$ cat src/hdl/h3fpp_pkg.sv
`default_nettype none

package h3fpp_pkg;

   localparam int VarintWidth = 62;

   // Input opcodes
   typedef enum logic [1:0] {
      OP_BYTE  = 2'd0,
      OP_EOS   = 2'd1,
      OP_REARM = 2'd2
   } opcode_type;

   // Parser phase
   typedef enum logic [1:0] {
      PH_TYPE   = 2'd0,
      PH_LEN    = 2'd1,
      PH_READY  = 2'd2,
      PH_FAILED = 2'd3
   } phase_type;

   // Result status codes
   typedef enum logic [2:0] {
      ST_NEED       = 3'd0,
      ST_OK         = 3'd1,
      ST_EXCESS     = 3'd2,
      ST_EOF        = 3'd3,
      ST_TRUNC_TYPE = 3'd4,
      ST_NO_LEN     = 3'd5,
      ST_TRUNC_LEN  = 3'd6
   } status_type;

   typedef struct packed {
      logic [1:0] opcode;
      logic [7:0] byte_value;
   } item_type;

   typedef struct packed {
      status_type             status;
      logic                   consumed;
      logic [VarintWidth-1:0] frame_kind;
      logic [VarintWidth-1:0] body_length;
   } result_type;

endpackage

`default_nettype wire

$ cat src/hdl/h3fpp_in_reg.sv
`default_nettype none

module h3fpp_in_reg (
   input  wire                 clock,
   input  wire                 reset,
   input  wire                 req_valid,
   input  wire h3fpp_pkg::item_type req_item,
   input  wire                 advance,
   output logic                req_stall,
   output logic                item_valid,
   output h3fpp_pkg::item_type item
);
   import h3fpp_pkg::*;

   logic     valid_ff;
   logic     valid_in;
   item_type item_ff;
   logic     take;

   // Stall while a held transaction cannot move on
   assign req_stall = valid_ff & ~advance;
   assign take      = req_valid & ~req_stall;
   assign valid_in  = take | (valid_ff & ~advance);

   always_ff @(posedge clock) begin
      if (reset) begin
         valid_ff <= 1'b0;
      end else begin
         valid_ff <= valid_in;
      end
   end

   // Capture payload on accept
   always_ff @(posedge clock) begin
      if (take) begin
         item_ff <= req_item;
      end
   end

   assign item_valid = valid_ff;
   assign item       = item_ff;

endmodule

`default_nettype wire

$ cat src/hdl/h3fpp_core.sv
`default_nettype none

module h3fpp_core (
   input  wire                                   clock,
   input  wire                                   reset,
   input  wire                                   csr_write,
   input  wire  [h3fpp_pkg::VarintWidth-1:0]     csr_data,
   input  wire                                   advance,
   input  wire  h3fpp_pkg::item_type             item,
   output h3fpp_pkg::result_type                 result
);
   import h3fpp_pkg::*;

   logic [VarintWidth-1:0] max_payload_ff;
   phase_type              phase_ff, phase_in;
   status_type             failure_ff, failure_in;
   logic [3:0]             have_ff, have_in;
   logic [3:0]             need_ff, need_in;
   logic [VarintWidth-1:0] accum_ff, accum_in;
   logic [VarintWidth-1:0] held_type_ff, held_type_in;
   logic [VarintWidth-1:0] held_length_ff, held_length_in;

   logic                   first_byte;
   logic [VarintWidth-1:0] acc_next;
   logic [3:0]             have_next;
   logic [3:0]             need_next;
   logic                   varint_done;
   status_type             idle_status;
   status_type             status;
   logic                   consumed;

   // Configuration register
   always_ff @(posedge clock) begin
      if (reset) begin
         max_payload_ff <= '1;
      end else if (csr_write) begin
         max_payload_ff <= csr_data;
      end
   end

   // Varint byte assembly
   assign first_byte = (have_ff == 4'd0);
   assign acc_next   = first_byte ? {{(VarintWidth-6){1'b0}}, item.byte_value[5:0]}
                                  : {accum_ff[VarintWidth-9:0], item.byte_value};
   assign have_next  = first_byte ? 4'd1 : have_ff + 4'd1;
   assign need_next  = first_byte ? (4'd1 << item.byte_value[7:6]) : need_ff;
   assign varint_done = (have_next == need_next);

   always_comb begin
      case (phase_ff)
         PH_FAILED: idle_status = failure_ff;
         PH_READY:  idle_status = ST_OK;
         default:   idle_status = ST_NEED;
      endcase
   end

   // Next state and status
   always_comb begin
      phase_in       = phase_ff;
      failure_in     = failure_ff;
      have_in        = have_ff;
      need_in        = need_ff;
      accum_in       = accum_ff;
      held_type_in   = held_type_ff;
      held_length_in = held_length_ff;
      status         = idle_status;
      consumed       = 1'b0;
      case (item.opcode)
         OP_BYTE: begin
            if (phase_ff == PH_TYPE || phase_ff == PH_LEN) begin
               consumed = 1'b1;
               status   = ST_NEED;
               if (!varint_done) begin
                  have_in  = have_next;
                  need_in  = need_next;
                  accum_in = acc_next;
               end else begin
                  have_in  = 4'd0;
                  need_in  = 4'd0;
                  accum_in = '0;
                  if (phase_ff == PH_TYPE) begin
                     held_type_in = acc_next;
                     phase_in     = PH_LEN;
                  end else if (acc_next > max_payload_ff) begin
                     phase_in   = PH_FAILED;
                     failure_in = ST_EXCESS;
                     status     = ST_EXCESS;
                  end else begin
                     held_length_in = acc_next;
                     phase_in       = PH_READY;
                     status         = ST_OK;
                  end
               end
            end
         end
         OP_EOS: begin
            if (phase_ff == PH_TYPE) begin
               if (first_byte) begin
                  status = ST_EOF;
               end else begin
                  phase_in   = PH_FAILED;
                  failure_in = ST_TRUNC_TYPE;
                  status     = ST_TRUNC_TYPE;
               end
            end else if (phase_ff == PH_LEN) begin
               phase_in   = PH_FAILED;
               failure_in = first_byte ? ST_NO_LEN : ST_TRUNC_LEN;
               status     = first_byte ? ST_NO_LEN : ST_TRUNC_LEN;
            end
         end
         OP_REARM: begin
            phase_in       = PH_TYPE;
            failure_in     = ST_NEED;
            have_in        = 4'd0;
            need_in        = 4'd0;
            accum_in       = '0;
            held_type_in   = '0;
            held_length_in = '0;
            status         = ST_NEED;
         end
         default: begin
            status = idle_status;
         end
      endcase
   end

   // State register, updated once per processed transaction
   always_ff @(posedge clock) begin
      if (reset) begin
         phase_ff       <= PH_TYPE;
         failure_ff     <= ST_NEED;
         have_ff        <= 4'd0;
         need_ff        <= 4'd0;
         accum_ff       <= '0;
         held_type_ff   <= '0;
         held_length_ff <= '0;
      end else if (advance) begin
         phase_ff       <= phase_in;
         failure_ff     <= failure_in;
         have_ff        <= have_in;
         need_ff        <= need_in;
         accum_ff       <= accum_in;
         held_type_ff   <= held_type_in;
         held_length_ff <= held_length_in;
      end
   end

   // Report held values only with ok
   always_comb begin
      result.status      = status;
      result.consumed    = consumed;
      result.frame_kind  = (status == ST_OK) ? held_type_in : '0;
      result.body_length = (status == ST_OK) ? held_length_in : '0;
   end

endmodule

`default_nettype wire

$ cat src/hdl/h3fpp_out_reg.sv
`default_nettype none

module h3fpp_out_reg (
   input  wire                          clock,
   input  wire                          reset,
   input  wire                          item_valid,
   input  wire  h3fpp_pkg::result_type  result,
   input  wire                          rsp_stall,
   output logic                         advance,
   output logic                         rsp_valid,
   output h3fpp_pkg::result_type        rsp_result
);
   import h3fpp_pkg::*;

   logic       valid_ff;
   logic       valid_in;
   result_type result_ff;

   // Advance when the result slot is empty or being drained
   assign advance  = item_valid & (~valid_ff | ~rsp_stall);
   assign valid_in = advance | (valid_ff & rsp_stall);

   always_ff @(posedge clock) begin
      if (reset) begin
         valid_ff <= 1'b0;
      end else begin
         valid_ff <= valid_in;
      end
   end

   // Load result
   always_ff @(posedge clock) begin
      if (advance) begin
         result_ff <= result;
      end
   end

   assign rsp_valid  = valid_ff;
   assign rsp_result = result_ff;

endmodule

`default_nettype wire

$ cat src/hdl/http3_frame_prefix_parser.sv
// Two register stages: input register, result register.
// Throughput: one transaction per cycle while rsp_stall is low; parser state updates
//   in the same cycle the result is loaded.
// Reset (synchronous, active high): parser clears, max_payload returns to 2^62-1.
`default_nettype none

module http3_frame_prefix_parser (
   input  wire          clock,
   input  wire          reset,
   input  wire          req_valid,
   output logic         req_stall,
   input  wire  [1:0]   req_opcode,
   input  wire  [7:0]   req_byte_value,
   output logic         rsp_valid,
   input  wire          rsp_stall,
   output logic [2:0]   rsp_status,
   output logic         rsp_consumed,
   output logic [61:0]  rsp_frame_kind,
   output logic [61:0]  rsp_body_length,
   input  wire          csr_valid,
   output logic         csr_ready,
   input  wire  [61:0]  csr_max_payload
);
   import h3fpp_pkg::*;

   item_type   req_item;
   item_type   item;
   logic       item_valid;
   logic       advance;
   result_type result;
   result_type rsp_result;

   assign req_item.opcode     = req_opcode;
   assign req_item.byte_value = req_byte_value;
   assign csr_ready           = 1'b1;

   h3fpp_in_reg u_in_reg (
      .clock      (clock),
      .reset      (reset),
      .req_valid  (req_valid),
      .req_item   (req_item),
      .advance    (advance),
      .req_stall  (req_stall),
      .item_valid (item_valid),
      .item       (item)
   );

   h3fpp_core u_core (
      .clock     (clock),
      .reset     (reset),
      .csr_write (csr_valid & csr_ready),
      .csr_data  (csr_max_payload),
      .advance   (advance),
      .item      (item),
      .result    (result)
   );

   h3fpp_out_reg u_out_reg (
      .clock      (clock),
      .reset      (reset),
      .item_valid (item_valid),
      .result     (result),
      .rsp_stall  (rsp_stall),
      .advance    (advance),
      .rsp_valid  (rsp_valid),
      .rsp_result (rsp_result)
   );

   assign rsp_status      = rsp_result.status;
   assign rsp_consumed    = rsp_result.consumed;
   assign rsp_frame_kind  = rsp_result.frame_kind;
   assign rsp_body_length = rsp_result.body_length;

   // A consumed byte only ever yields need input, ok or excessive load
   assert property (@(posedge clock) disable iff (reset)
      (rsp_valid && rsp_consumed) |->
         (rsp_status == ST_NEED || rsp_status == ST_OK || rsp_status == ST_EXCESS))
      else $error("consumed byte with unexpected status");

   // Held values are reported only with ok
   assert property (@(posedge clock) disable iff (reset)
      (rsp_valid && rsp_status != ST_OK) |->
         (rsp_frame_kind == '0 && rsp_body_length == '0))
      else $error("held values leaked on non-ok status");

   // The input side never stalls while the result side drains freely
   assert property (@(posedge clock) disable iff (reset)
      !rsp_stall |-> !req_stall)
      else $error("input stalled with free result side");

endmodule

`default_nettype wire
$ cat config.mk
export PLATFORM = sky130hd
export DESIGN_NAME = http3_frame_prefix_parser
export DESIGN_NICKNAME = d
export VERILOG_FILES = /design/src/hdl/h3fpp_pkg.sv /design/src/hdl/h3fpp_in_reg.sv /design/src/hdl/h3fpp_core.sv /design/src/hdl/h3fpp_out_reg.sv /design/src/hdl/http3_frame_prefix_parser.sv
export SDC_FILE = /design/constraint.sdc
export NUM_CORES = 1
export LEC_CHECK = 0
export BUFFER_PORTS_ARGS = -buffer_cell sky130_fd_sc_hd__buf_2
export CAP_MARGIN = 0
export CORE_ASPECT_RATIO = 1.2
export CORE_MARGIN = 3
export CORE_UTILIZATION = 49
export CTS_CLUSTER_DIAMETER = 100
export DETAILED_ROUTE_END_ITERATION = 8
export GPL_ROUTABILITY_DRIVEN = 0
export GPL_TIMING_DRIVEN = 1
export PLACE_DENSITY = 0.69
export SETUP_SLACK_MARGIN = 0.4
export SYNTH_ARGS = -nofsm -noshare
export SYNTH_HDL_FRONTEND = slang
export SYNTH_SLANG_ARGS = --single-unit
$ cat constraint.sdc
create_clock -name clock -period 6.3 [get_ports clock]
set_input_delay 0.315 -clock clock [delete_from_list [all_inputs] [get_ports clock]]
set_output_delay 0.315 -clock clock [all_outputs]
set_load 0.05 [all_outputs]
### After elaboration in Yosys (flattened, before gate mapping)

Index checks and enable logic that the tools add are counted.

| cells by class | value |
|---|---|
| magnitude comparators | 1 |
| multiplexer cells | 48 |
| add/sub/neg operators | 1 |
| reduce and logical (&&, ||, !) cells | 9 |
| bitwise gates (word level) | 11 |
| shifts and indexed selects | 1 |
| equal/unequal tests | 13 |

Operator list:

| cell | count |
|---|---|
| $mux 62 | 8 |
| $pmux 62 s2 | 2 |
| $mux 54 | 2 |
| $pmux 54 s2 | 1 |
| $gt 62x62->1 | 1 |
| $mux 3 | 13 |
| $mux 4 | 6 |
| $pmux 3 s3 | 2 |
| $mux 2 | 8 |
| $pmux 4 s2 | 2 |
| $reduce_and 8->1 | 1 |
| $eq 2x2->1 const B | 3 |
| $ne 2x1->1 const B | 3 |
| $pmux 2 s3 | 1 |
| $pmux 3 s2 | 1 |
| $reduce_and 6->1 | 1 |
| $add 4x1->4 const B | 1 |
| $and 1x1->1 | 4 |
| $eq 2x1->1 const B | 2 |
| $eq 4x4->1 | 1 |
| $logic_not 2->1 | 2 |
| $logic_not 4->1 | 1 |
| $not 1->1 | 4 |
| $shl 1x2->4 const A | 1 |
| 10 further kinds | 13 |

| storage, ports and cells | value |
|---|---|
| logic and storage cells | 100 |
| output and inout bits | 131 |
| register bits | 393 |

### Depth between registers and ports, before layout

| depth | value |
|---|---|
| word-level depth | 9 |
| mapped depth | 18 |

### Cells and area by module

Synthesis repeated with hierarchy kept, for this count alone.

| second synthesis, totals | value |
|---|---|
| cell total of the unflattened synthesis | 1701 |
| area, all modules | 17025.1 um^2 |

By module, submodules not included:

| module | cells each | area an instance (um^2) | instances |
|---|---|---|---|
| h3fpp_core | 1553 | 12783.5 | 1 |
| h3fpp_out_reg | 132 | 3880.0 | 1 |
| h3fpp_in_reg | 14 | 350.3 | 1 |
| http3_frame_prefix_parser | 2 | 11.3 | 1 |

### Worst setup path after synthesis

No wires, ideal clock.

| path | value |
|---|---|
| path type | flip-flop to flip-flop |
| start | register u_out_reg.valid_ff (netlist: u_out_reg.rsp_valid) |
| end | register u_core.accum_ff[0] |
| cell stages (with the launch flop) | 9 |
| buffers on the path | 1 |
| data arrival time | 5.160 ns |
| setup time | 0.065 ns |
| data required time | 6.235 ns |
| period minus slack after synthesis | 5.225 ns |
| path slack | 1.075 ns |
| path through | dfxtp_1 > nand2_1 > nand2_1 > inv_1 > o21ai_1 > a311oi_2 > clkbuf_1 > a22oi_1 > nor2_1 |

| on the way | value |
|---|---|
| word-level cells in the longest chain between the ends | 4 |

RTL lines:

| what | line | RTL |
|---|---|---|
| start: declaration | h3fpp_out_reg.sv:15 | `logic valid_ff;` |
| start signal: assignment | h3fpp_out_reg.sv:27 | `valid_ff <= valid_in;` |
| $not 1->1 | h3fpp_out_reg.sv:20 | `assign advance = item_valid & (~valid_ff \| ~rsp_stall);` |
| $or 1x1->1 | h3fpp_out_reg.sv:20 |  |
| $and 1x1->1 | h3fpp_out_reg.sv:20 |  |
| net advance | http3_frame_prefix_parser.sv:29 | `logic advance;` |
| $reduce_and 3->1 (no line) | -- |  |
| end signal: assignment | h3fpp_core.sv:142 | `accum_ff <= accum_in;` |
| end: declaration | h3fpp_core.sv:19 | `logic [VarintWidth-1:0] accum_ff, accum_in;` |

The timed path passes the listed nets, and every way through them passes these cells.
A chain may end at the register's enable or synchronous reset.

### Worst setup path in the final report

| path | value |
|---|---|
| start | register u_core.have_ff[0] |
| end | register u_out_reg.result_ff, in the netlist u_out_reg.rsp_result[54] (data pin) |

| on the way | value |
|---|---|
| word-level cells in the longest chain between the ends | 9 |

RTL lines:

| what | line | RTL |
|---|---|---|
| start: declaration | h3fpp_core.sv:17 | `logic [3:0] have_ff, have_in;` |
| start signal: assignment | h3fpp_core.sv:140 | `have_ff <= have_in;` |
| $logic_not 4->1 | h3fpp_core.sv:42 | `assign first_byte = (have_ff == 4'd0);` |
| $mux 62 | h3fpp_core.sv:43 | `assign acc_next = first_byte ? {{(VarintWidth-6){1'b0}}, item.byte_value[5:0]}` |
| $gt 62x62->1 | h3fpp_core.sv:84 | `end else if (acc_next > max_payload_ff) begin` |
| $mux 2 | h3fpp_core.sv:84 |  |
| $mux 3 | h3fpp_core.sv:81 | `if (phase_ff == PH_TYPE) begin` |
| $mux 3 | h3fpp_core.sv:73 | `if (!varint_done) begin` |
| $mux 3 | h3fpp_core.sv:70 | `if (phase_ff == PH_TYPE \|\| phase_ff == PH_LEN) begin` |
| $pmux 3 s3 | h3fpp_core.sv:68 | `case (item.opcode)` |
| $eq 3x1->1 | h3fpp_core.sv:153 | `result.body_length = (status == ST_OK) ? held_length_in : '0;` |
| end signal: assignment | h3fpp_out_reg.sv:34 | `result_ff <= result;` |
| end: declaration | h3fpp_out_reg.sv:17 | `result_type result_ff;` |

Parallel ways exist; a longest one is shown, timed or not.

==> out/metrics.yaml <==
status: "completed"
dr.pass1.iters: 6
peakVddDrop_mv: 0.190
hpwl_um: 34200
antenna_found_initial: 0
fillers: 2979
yosysTopAreaCellShare_pct: 28.4
preCtsSetupSlack_ns: 0.261
h-tree-depth: 2
cts_buffers: 41
grt_pass1_vias: 14900
fp.dieW_um: 181
io-pin-count: 208
max_freq_ghz: 0.177
crit_cells: 16
wl_um: 53900
period_share_pct: 89.6
ys_ff_latch: 393
synth.most_common_cell: "dfxtp_1"
synth_common_cells: "dfxtp_1 (255), nand2_1 (176), nor2_1 (143)"
crit_start: "u_core.have_ff[0]"
vias_per_cell: 6.13
crit_type: "flip-flop to flip-flop"
synth_flop_cell: "dfxtp_1"
hp-class: "input port to flip-flop"
finalHoldViolCount: 0
maxSlewHeadroom_pct: 35.8
rsz0062_at_grt: "no"
post-synth-top-area-cell: "dfxtp_1"
grt.total_usage_pct: 26.5
path_cells: "inv_1 -> ha_1 -> or3b_4 -> buf_4 -> buf_4 -> nand2_1 -> inv_1 -> ha_1 -> nand4_1 -> nor4_2 -> nand4_1 -> a21oi_2 -> or4_2 -> buf_12 -> nand4_1 -> a311oi_1"
dieArea_sq_mm: 0.0391
finalSetupTns_ns: 0
yosysSeqAreaShare_pct: 51.4
cpMostUsedCell: "nand4_1"
synthTopCellsByArea: "dfxtp_1 (28%), edfxtp_1 (23%), a22oi_1 (5.4%)"
synth_edf_count: 138
hold_path_depth: 3
die_h_um: 216
clock_path_buffers: 3
reg2reg_from: "u_core.have_ff[0]"
clockRootBuffer: "clkbuf_16"
route.detailed.wl_per_inst_um: 21.3
diodes: 0
drtIter0Drc: 1459
synth_warnings: 0
skew_ns: 0.0250
crit_end: "u_out_reg.rsp_result[54]"
coreArea_sq_mm: 0.0360
reg2reg_to: "u_out_reg.rsp_result[54]"
hold_slack_ns: 0.0135
final_nets: 2171
ant_nets: 0
cp.arrival_ns: 5.96
finalSetupViolations: 0
cp.buffers_inverters: 5
fp-row-count: 76
cts_tree: "yes"
crit_slowest_cell: "nor4_2"
synth_area_sq_mm: 0.0180
async_reset_ff_share_pct: 0
syn_avg_cell_area_sq_um: 9.75
drc: 0
slew_viol_final: 0
route.vias.total: 15500
start_util_pct: 49.9
overflow: 0
drive_gt1_share_pct: 16.9
grt_pass1_wl_um: 83700
insertion_delay_ns: 0.55
port_buffers: 206
area_delta_synth_final_pct: 18.8
path_clk_slew_ns: 0.06
power_density_mw_per_mm2: 268
synthDistinctLibCells: 64
synth_cells: 1845
tightestPinTransition_ns: 0.962
maxCapViolCount: 0
min_period_ns: 5.64
grt_max_degree: 81
cts.sinks: 393
cp.required_ns: 6.61
setup_slack_ns: 0.657
crit_family: "simple AND/OR/NAND/NOR gates"
end_kind: "flip-flop"
synth_nets: 1990
slowest_delay_ns: 0.54
rrSetupSlack_ns: 0.66
post_cts_buffers: 0
crit_fanout: 40
cellLeakagePower_uw: 0.00858
utilization_pct: 59.3
crit_path_start_kind: "flip-flop"
r2r_cells: 16
-- tightest hold or removal path, cell delays in order --
cell and delay (ns):
buf_2 0.08, nand2_1 0.05, o211ai_1 0.07
-- layout make-up --
type                    instances  area, sq um  area share, %
repair buffers                306         2020           9.44
multi-input cells            1145         7590           35.5
clock inverters                16          164          0.767
flip-flops and latches        393         9250           43.3
inverters                     139          527           2.46
well taps                     468          586           2.74
clock buffers                  60         1240           5.80
-- how the worst min path moves through the flow --
stage	startpoint	end
global route	csr_max_payload[37]	u_core.max_payload_ff[37]
floorplan	req_byte_value[0]	u_in_reg.item[0]
CTS	csr_max_payload[57]	u_core.max_payload_ff[57]
detailed placement	u_core.held_length_ff[52]	u_core.held_length_ff[52]
global placement	u_core.held_length_ff[17]	u_core.held_length_ff[17]
finish	csr_max_payload[59]	u_core.max_payload_ff[59]
-- per-stage QoR --
step                std cells  total power, uW  area (sq um)
floorplan                1845             3110         18000
global placement         2393             3250         19400
detailed placement       2393             3260         19400
CTS                      2527             5760         21400
global route             2527             5910         21400
finish                   2527             5740         21400
-- layout by cell type, fill, tap and decap left out, drive strengths merged, types with 3 or more instances in the layout --
cell type	instances
xor2	4
mux2i	4
a221oi	3
nand4	48
clkinv	10
o211ai	125
dfxtp	255
and2	4
nor2b	5
nor3	70
o41ai	3
buf	248
xnor2	3
o31ai	3
clkbuf	60
nor2	144
o21ai	19
nand2b	3
a211oi	32
a22oi	130
or4	3
nand3	42
nor4	8
inv	140
a31oi	4
dlygate4sd3	58
o21a	7
a21oi	63
edfxtp	138
a22o	56
nand2	176
o2bb2ai	62
bufinv	3
ha	68
a21o	4
a311oi	34
-- flip-flops by register name, summed over array words and instances (netlist names) --
name                   count
u_core.have_ff             4
u_in_reg.item             10
u_core.failure_ff          3
u_out_reg.rsp_result     128
u_core.phase_ff            2
u_core.held_type_ff       62
u_core.need_ff             4
u_in_reg.item_valid        1
u_out_reg.rsp_valid        1
u_core.max_payload_ff     62
u_core.held_length_ff     62
u_core.accum_ff           54
-- where the power goes --
group,switching (uW),internal [uW]
logic,379,137
clock network,1010,1490
registers,31.6,2690
total,1420,4320
-- cell families (layout without fill, tap and decap cells) --
kind of cell	count (synthesis)	count (layout)	synth area share, %
compound gates	554	554	23.3
xor+xnor	7	7	0.382
buf+inv	307	521	6.95
simple gates	511	511	13.0
flops	393	393	51.4
mux	4	4	0.243
fa+ha+maj	68	68	4.73
other cells	1	1	0.0208
-- timing repair --
action	CTS	global route
hold buffers	58	0
cloned	0	0
endpoints found under the hold margin	58	0
gates resized for setup	2	1
setup endpoints to repair	127	120
-- per-layer routing --
| layer | track usage (%) | share of wire, % | wire length [um] |
|---|---|---|---|
| met1 | 34.6 | 41 | 22000 |
| met2 | 44.0 | 48 | 25800 |
| met3 | 4.05 | 7.3 | 3940 |
| met4 | 11.4 | 4.2 | 2280 |
| met5 | 0 | 0 | 0 |
(Power assumes the default switching activity.)
